`src/keyed_light_slot_table_top_defines.svh`:
```
// Assertion macros shared by the light slot table RTL.
`ifndef KEYED_LIGHT_SLOT_TABLE_TOP_DEFINES_SVH
`define KEYED_LIGHT_SLOT_TABLE_TOP_DEFINES_SVH

// same-cycle implication, checked on aclk outside reset
`define KLS_ASSERT_NOW(label, ante, cons, msg) \
    label: assert property (@(posedge aclk) disable iff (!aresetn) (ante) |-> (cons)) \
        else $error(msg);

// next-cycle implication, checked on aclk outside reset
`define KLS_ASSERT_NEXT(label, ante, cons, msg) \
    label: assert property (@(posedge aclk) disable iff (!aresetn) (ante) |=> (cons)) \
        else $error(msg);

`endif

```
`src/kls_pkg.sv`:
```
// Types and codes for the keyed light slot table.
package kls_pkg;

    typedef enum logic [1:0] {
        FUNC_ALLOC = 2'd0,
        FUNC_DECAY = 2'd1,
        FUNC_READ  = 2'd2,
        FUNC_NOP   = 2'd3
    } func_t;

    typedef enum logic [1:0] {
        HOW_KEY     = 2'd0,
        HOW_EXPIRED = 2'd1,
        HOW_FORCED  = 2'd2,
        HOW_NONE    = 2'd3
    } how_t;

    typedef enum logic [2:0] {
        ST_IDLE,
        ST_SCAN,
        ST_RDWAIT,
        ST_WRITE,
        ST_FINISH
    } state_t;

    localparam int unsigned DECAY_SHIFT = 10;

    typedef struct packed {
        func_t       func;
        logic [15:0] light_key;
        logic [31:0] now_time;
        logic [15:0] elapsed_time;
        logic [15:0] new_radius;
        logic [31:0] new_expiry;
        logic [15:0] new_decay;
        logic [4:0]  slot_select;
    } in_word_t;

    typedef struct packed {
        logic [4:0]  slot_index;
        how_t        found_how;
        logic [15:0] out_key;
        logic [15:0] out_radius;
        logic [31:0] out_expiry;
        logic        out_live;
    } out_word_t;

    typedef struct packed {
        logic [15:0] key;
        logic [15:0] radius;
        logic [31:0] expiry;
        logic [15:0] decay;
    } slot_t;

endpackage

```
`src/keyed_light_slot_table_top.sv`:
```
// Allocate scans every slot then writes one; decay rewrites live slots during its scan.
// One item at a time: allocate and decay walk the slot memory one entry per cycle through
// its single read port, and the next word is taken only once a result is loaded for output.
// A finished result sits in the output register while the next word is accepted.
// Reset (aresetn, synchronous, active low) clears control and the per-slot valid bits;
// an unwritten slot reads as all zero, so no clearing pass is needed.
`include "keyed_light_slot_table_top_defines.svh"

module keyed_light_slot_table_top
    import kls_pkg::*;
#(
    parameter int unsigned SLOT_COUNT = 32
) (
    input  logic      aclk,
    input  logic      aresetn,
    input  logic      s_valid,
    output logic      s_ready,
    input  in_word_t  s_word,
    output logic      m_valid,
    input  logic      m_ready,
    output out_word_t m_word
);

    localparam int unsigned IDX_W = (SLOT_COUNT > 1) ? $clog2(SLOT_COUNT) : 1;
    localparam int unsigned CNT_W = $clog2(SLOT_COUNT + 1);

    state_t              state_reg, state_next;
    in_word_t            word_reg, word_next;
    logic [CNT_W-1:0]    rd_cnt_reg, rd_cnt_next;
    logic                pipe_vld_reg;
    logic [IDX_W-1:0]    pipe_idx_reg;
    logic                km_found_reg, km_found_next;
    logic [IDX_W-1:0]    km_idx_reg, km_idx_next;
    logic                ex_found_reg, ex_found_next;
    logic [IDX_W-1:0]    ex_idx_reg, ex_idx_next;
    out_word_t           res_reg, res_next;
    out_word_t           m_word_reg;
    logic                m_valid_reg, m_valid_next;
    logic                out_load;

    // slot memory and per-slot valid bits
    slot_t                 mem [SLOT_COUNT];
    logic [SLOT_COUNT-1:0] vld_reg;
    slot_t                 mem_q;
    logic                  rd_vld_reg;
    logic                  rd_en, wr_en;
    logic [IDX_W-1:0]      rd_addr, wr_addr;
    slot_t                 wr_data;

    slot_t                 ent;
    logic [31:0]           prod;
    logic [21:0]           loss;
    logic                  s_fire;
    logic                  last_ent;
    logic [IDX_W-1:0]      pick_idx;
    how_t                  pick_how;

    assign s_fire   = s_valid && s_ready;
    assign m_valid  = m_valid_reg;
    assign m_word   = m_word_reg;
    assign ent      = rd_vld_reg ? mem_q : '0;
    assign prod     = word_reg.elapsed_time * ent.decay;
    assign loss     = prod[31:DECAY_SHIFT];
    assign last_ent = (pipe_idx_reg == IDX_W'(SLOT_COUNT - 1));

    always_ff @(posedge aclk) begin
        if (wr_en) begin
            mem[wr_addr] <= wr_data;
        end
        if (rd_en) begin
            mem_q <= mem[rd_addr];
        end
    end

    always_ff @(posedge aclk) begin
        if (!aresetn) begin
            vld_reg      <= '0;
            rd_vld_reg   <= 1'b0;
            pipe_vld_reg <= 1'b0;
        end else begin
            if (wr_en) begin
                vld_reg[wr_addr] <= 1'b1;
            end
            if (rd_en) begin
                rd_vld_reg <= vld_reg[rd_addr];
            end
            pipe_vld_reg <= rd_en && (state_reg == ST_SCAN);
        end
    end

    always_ff @(posedge aclk) begin
        pipe_idx_reg <= rd_addr;
        word_reg     <= word_next;
        rd_cnt_reg   <= rd_cnt_next;
        km_idx_reg   <= km_idx_next;
        ex_idx_reg   <= ex_idx_next;
        res_reg      <= res_next;
        if (out_load) begin
            m_word_reg <= res_reg;
        end
    end

    always_ff @(posedge aclk) begin
        if (!aresetn) begin
            state_reg    <= ST_IDLE;
            m_valid_reg  <= 1'b0;
            km_found_reg <= 1'b0;
            ex_found_reg <= 1'b0;
        end else begin
            state_reg    <= state_next;
            m_valid_reg  <= m_valid_next;
            km_found_reg <= km_found_next;
            ex_found_reg <= ex_found_next;
        end
    end

    // allocate choice: key match, else first expired, else slot 0
    always_comb begin
        if (km_found_reg) begin
            pick_idx = km_idx_reg;
            pick_how = HOW_KEY;
        end else if (ex_found_reg) begin
            pick_idx = ex_idx_reg;
            pick_how = HOW_EXPIRED;
        end else begin
            pick_idx = '0;
            pick_how = HOW_FORCED;
        end
    end

    always_comb begin
        state_next    = state_reg;
        word_next     = word_reg;
        rd_cnt_next   = rd_cnt_reg;
        km_found_next = km_found_reg;
        km_idx_next   = km_idx_reg;
        ex_found_next = ex_found_reg;
        ex_idx_next   = ex_idx_reg;
        res_next      = res_reg;
        s_ready       = 1'b0;
        out_load      = 1'b0;
        rd_en         = 1'b0;
        rd_addr       = rd_cnt_reg[IDX_W-1:0];
        wr_en         = 1'b0;
        wr_addr       = pipe_idx_reg;
        wr_data       = ent;

        case (state_reg)
            ST_IDLE: begin
                s_ready = 1'b1;
                if (s_valid) begin
                    word_next     = s_word;
                    rd_cnt_next   = '0;
                    km_found_next = 1'b0;
                    ex_found_next = 1'b0;
                    res_next      = '0;
                    res_next.found_how = HOW_NONE;
                    case (s_word.func)
                        FUNC_ALLOC, FUNC_DECAY: begin
                            state_next = ST_SCAN;
                        end
                        FUNC_READ: begin
                            if (9'(s_word.slot_select) < 9'(SLOT_COUNT)) begin
                                rd_en      = 1'b1;
                                rd_addr    = IDX_W'(s_word.slot_select);
                                state_next = ST_RDWAIT;
                            end else begin
                                res_next.slot_index = s_word.slot_select;
                                state_next          = ST_FINISH;
                            end
                        end
                        default: begin
                            state_next = ST_FINISH;
                        end
                    endcase
                end
            end

            ST_SCAN: begin
                if (rd_cnt_reg < CNT_W'(SLOT_COUNT)) begin
                    rd_en       = 1'b1;
                    rd_cnt_next = rd_cnt_reg + 1'b1;
                end
                if (pipe_vld_reg) begin
                    if (word_reg.func == FUNC_ALLOC) begin
                        if (!km_found_reg && word_reg.light_key != '0
                                && ent.key == word_reg.light_key) begin
                            km_found_next = 1'b1;
                            km_idx_next   = pipe_idx_reg;
                        end
                        if (!ex_found_reg && ent.expiry < word_reg.now_time) begin
                            ex_found_next = 1'b1;
                            ex_idx_next   = pipe_idx_reg;
                        end
                        if (last_ent) begin
                            state_next = ST_WRITE;
                        end
                    end else begin
                        // decay: live slots with radius lose elapsed*decay/1024
                        if (ent.expiry >= word_reg.now_time && ent.radius != '0) begin
                            wr_en = 1'b1;
                            if (loss >= 22'(ent.radius)) begin
                                wr_data.radius = '0;
                            end else begin
                                wr_data.radius = ent.radius - loss[15:0];
                            end
                        end
                        if (last_ent) begin
                            state_next = ST_FINISH;
                        end
                    end
                end
            end

            ST_RDWAIT: begin
                res_next.slot_index = word_reg.slot_select;
                res_next.found_how  = HOW_NONE;
                res_next.out_key    = ent.key;
                res_next.out_radius = ent.radius;
                res_next.out_expiry = ent.expiry;
                res_next.out_live   = (ent.expiry >= word_reg.now_time);
                state_next          = ST_FINISH;
            end

            ST_WRITE: begin
                wr_en          = 1'b1;
                wr_addr        = pick_idx;
                wr_data.key    = word_reg.light_key;
                wr_data.radius = word_reg.new_radius;
                wr_data.expiry = word_reg.new_expiry;
                wr_data.decay  = word_reg.new_decay;
                res_next.slot_index = 5'(pick_idx);
                res_next.found_how  = pick_how;
                res_next.out_key    = word_reg.light_key;
                res_next.out_radius = word_reg.new_radius;
                res_next.out_expiry = word_reg.new_expiry;
                res_next.out_live   = (word_reg.new_expiry >= word_reg.now_time);
                state_next          = ST_FINISH;
            end

            ST_FINISH: begin
                if (!m_valid_reg || m_ready) begin
                    out_load   = 1'b1;
                    state_next = ST_IDLE;
                end
            end

            default: begin
                state_next = ST_IDLE;
            end
        endcase
    end

    always_comb begin
        m_valid_next = m_valid_reg;
        if (out_load) begin
            m_valid_next = 1'b1;
        end else if (m_ready) begin
            m_valid_next = 1'b0;
        end
    end

    `KLS_ASSERT_NEXT(a_one_item, s_fire, !s_ready, "second word accepted while busy")
    `KLS_ASSERT_NOW(a_no_rw_clash, wr_en && rd_en, wr_addr != rd_addr,
        "slot read and written in the same cycle")
    `KLS_ASSERT_NEXT(a_scan_feed, pipe_vld_reg && !last_ent && state_reg == ST_SCAN,
        pipe_vld_reg, "scan data stream broke before the last slot")
    `KLS_ASSERT_NEXT(a_out_hold, m_valid_reg && !m_ready, m_valid_reg && $stable(m_word_reg),
        "pending result changed before it was taken")

endmodule
```
`config.mk`:
```
export PLATFORM = sky130hd
export DESIGN_NAME = keyed_light_slot_table_top
export DESIGN_NICKNAME = d
export VERILOG_FILES = /design/src/kls_pkg.sv /design/src/keyed_light_slot_table_top.sv
export VERILOG_INCLUDE_DIRS = /design/src /design/src/src
export SDC_FILE = /design/constraint.sdc
export NUM_CORES = 2
export LEC_CHECK = 0
export ABC_AREA = 1
export BUFFER_PORTS_ARGS = -buffer_cell sky130_fd_sc_hd__buf_2
export CAP_MARGIN = 40
export CORE_MARGIN = 2
export CORE_UTILIZATION = 55
export DETAILED_ROUTE_END_ITERATION = 8
export GPL_TIMING_DRIVEN = 1
export PLACE_DENSITY = 0.73
export SYNTH_ARGS = -nofsm -noshare
export SYNTH_HDL_FRONTEND = slang
export SYNTH_SLANG_ARGS = --single-unit
```
`constraint.sdc`:
```
create_clock -name aclk -period 9.6 [get_ports aclk]
set_input_delay 0.96 -clock aclk [delete_from_list [all_inputs] [get_ports aclk]]
set_output_delay 0.96 -clock aclk [all_outputs]
set_load 0.02 [all_outputs]
```
==> key figures <==
Logic synthesis
  – Top cells by area, synth: edfxtp_1 (70%), o21ai_0 (6.2%), nor2_1 (5.4%)
  – Syn nets: 10700
  – Synth async-reset ratio: 0%
  – Ys flop type: edfxtp_1
  – Yosys reg bits: 2980
  – EDFF count, synth: 2935
  – Syn Inst Count: between 10000 and 15000
  – Number of synthesis warnings: 0
  – Post-synthesis cell area: 0.126 sq mm
  – Unique masters post-synth: 49
  – Syn_area_per_cell: 12.4 sq um
  – Yosys top cell by area: edfxtp_1
  – Yosys top cell area share: 69.8%
  – Post-synthesis sequential area ratio: 70.5%

Final layout
  – Design area: 0.142 sq mm
  – Most frequent cells in the layout: edfxtp_1 (2935), nor2_1 (1813), o21ai_0 (1489)
  – Fin nets: 10900
  – Max reg flops: 2560
  – P&R area growth vs syn: 12.3%
  – Final Util: 62.3%
  – Share of cells above drive strength 1: 9.45%
  – Commonest non-fill, non-tap cell in the layout: edfxtp_1

Setup path
  – CP most frequent cell: nand2_1
  – Worst EP arrival: 9420 ps
  – Critical path required time: 10360 ps
  – Crit path buf inv count: 9
  – Worst Setup Path Type: reg -> reg
  – Slowest CP cell: fa_1
  – Setup crit start kind: register
  – Critical Path Sink Type: register
  – Critical path's largest stage delay: 520 ps
  – CP max FO: 32
  – CP delay by family, top: adder cells

Job
  – Max cap viols: 0

Timing
  – Worst-Margin Slew: 1170 ps
  – Worst Skew: ~110 ps
  – Final Max Slew Viols: 0
  – TNS Setup: 0 ps
  – Final setup violation count: 0
  – Hold Violations, Final: 0
  – Max-slew headroom: 21.9%
  – RSZ-0062 raised after global routing: false
  – Share of the clock period used by the worst path: 90.2%
  – Max frequency: 115 MHz
  – Min cycle time layout: 8660 ps

Clock tree
  – CTS tree: done
  – Inserted Clock Buffers: around 320
  – Num Clock Sinks: 2980
  – Maximum clock path buffer count: 4
  – Post-CTS setup buffer count: 0
  – Root Buffer: clkbuf_16
  – Clk_lat worst skew: 990 ps
  – H-tree lvl count: 5
  – Worst-path clk slew: 60 ps

Placed design
  – Detailed Place HPWL: 208000 um
  – PortBufs: 212
  – RD Place Congestion: 0.959
  – Placed cell areas: 0.132 sq mm

Die
  – I/O pins: 213
  – DIE AREA: around 0.23 sq mm
  – Die width: 483 um
  – Core Region: roughly 0.23 sq mm
  – Initial cell density of the core: 55.4%
  – Die Y: 483 um
  – Num rows: 175

Drt
  – First-pass DRT Iterations: 7
  – Vias: 86700
  – Via density: 6.38
  – Residual DRC count: 0
  – DR iter-0 viols: 13900
  – WL/cell: 28.3 um
  – Routed wire length: 384000 um
  – Detail Route Antenna Nets: 0

Power and ir drop
  – Power per Cell Area: about 300 mW/mm^2
  – Max VDD drop: 286 uV
  – Leak: between 0.04 and 0.05 uW
  – Total power: 41700 uW

GRT
  – Initial antenna violation count: 19
  – First-pass GRT wire length: around 560000 um
  – Overflow left after global routing: 0
  – Vias in the first global route: 83900
  – GRT Overall Usage: 32.4%
  – Largest net degree at the start of global routing: ~240

Min path
  – Hold Path Class: in -> reg

Status
  – Status: finished clean
[worst paths after layout]
kind | from | endpoint | slack [ps] | cells past startpoint
hold / removal | s_word[67] | word_reg[67] | 160 | 1
setup / recovery | rd_vld_reg | mem[3][51] | 940 | 41
setup reg to reg | rd_vld_reg | mem[3][51] | 940 | 41
hold reg to reg | res_reg[46] | m_word[46] | 400 | 0
[logic make-up (layout without fill, tap and decap cells)]
| kind of cell | Yosys count | after routing | synth area share, % |
|---|---|---|---|
| other | 0 | 4 | 0 |
| xor gates and xnor gates | 37 | 37 | 0.257 |
| adders and majority gates | 391 | 391 | 5.03 |
| AOI/OAI and AO/OA | 2790 | 2790 | 12.1 |
| DFF | 2980 | 2980 | 70.5 |
| buffers and inverters | 1195 | 1588 | 3.63 |
| and+or+nand+nor | 2795 | 2795 | 8.49 |
[report_power, final]
part	internal (uW)	switching [uW]
combinational	3960	10200
sequential	15500	218
clock	6840	4930
[synthesized netlist by cell type, types with 42 or more instances]
cell type and n:
a21oi_1 146, buf_2 46, clkbuf_1 525, dfxtp_1 45
edfxtp_1 2935, fa_1 194, ha_1 197, inv_1 562
nand2_1 847, nand3_1 69, nor2_1 1817, o21ai_0 1554
o21ai_1 233, o221ai_1 42, o22ai_1 749
[timing repair]
item	4_1_cts	5_1_grt
resized for setup	0	1
hold buffers	0	0
setup endpoints to repair	0	32
[per-stage QoR]
step	cells	setup slack, ps	hold slack [ps]
final	13600	938	158
after detailed placement	13000	653	405
after global placement	13000	803	401
after CTS	13600	632	110
after floorplan	10200	746	400
after global routing	13600	179	139
[layout make-up]
cell class	instances	area, sq um
clock buffer	395	8380
tap	3009	3760
multi-input combinational	6013	32900
sequential	2980	89000
clock inverter	151	1410
antenna	4	10.0
timing repair buffer	470	3980
inverter	572	2350
fill	16700	85900
[routing by layer]
| layer | global-route usage, % | routed length [um] | part of all wire (%) | up-vias |
|---|---|---|---|---|
| li1 | - | - | - | 37100 |
| met1 | 44.6 | 141000 | 37 | 42300 |
| met2 | 50.1 | 175000 | 45 | 6287 |
| met3 | 7.02 | 50300 | 13 | 1057 |
| met4 | 13.8 | 17900 | 4.7 | 10 |
| met5 | 0 | 61 | 0.016 | - |
Note: power is estimated with default switching activity, not from simulation.
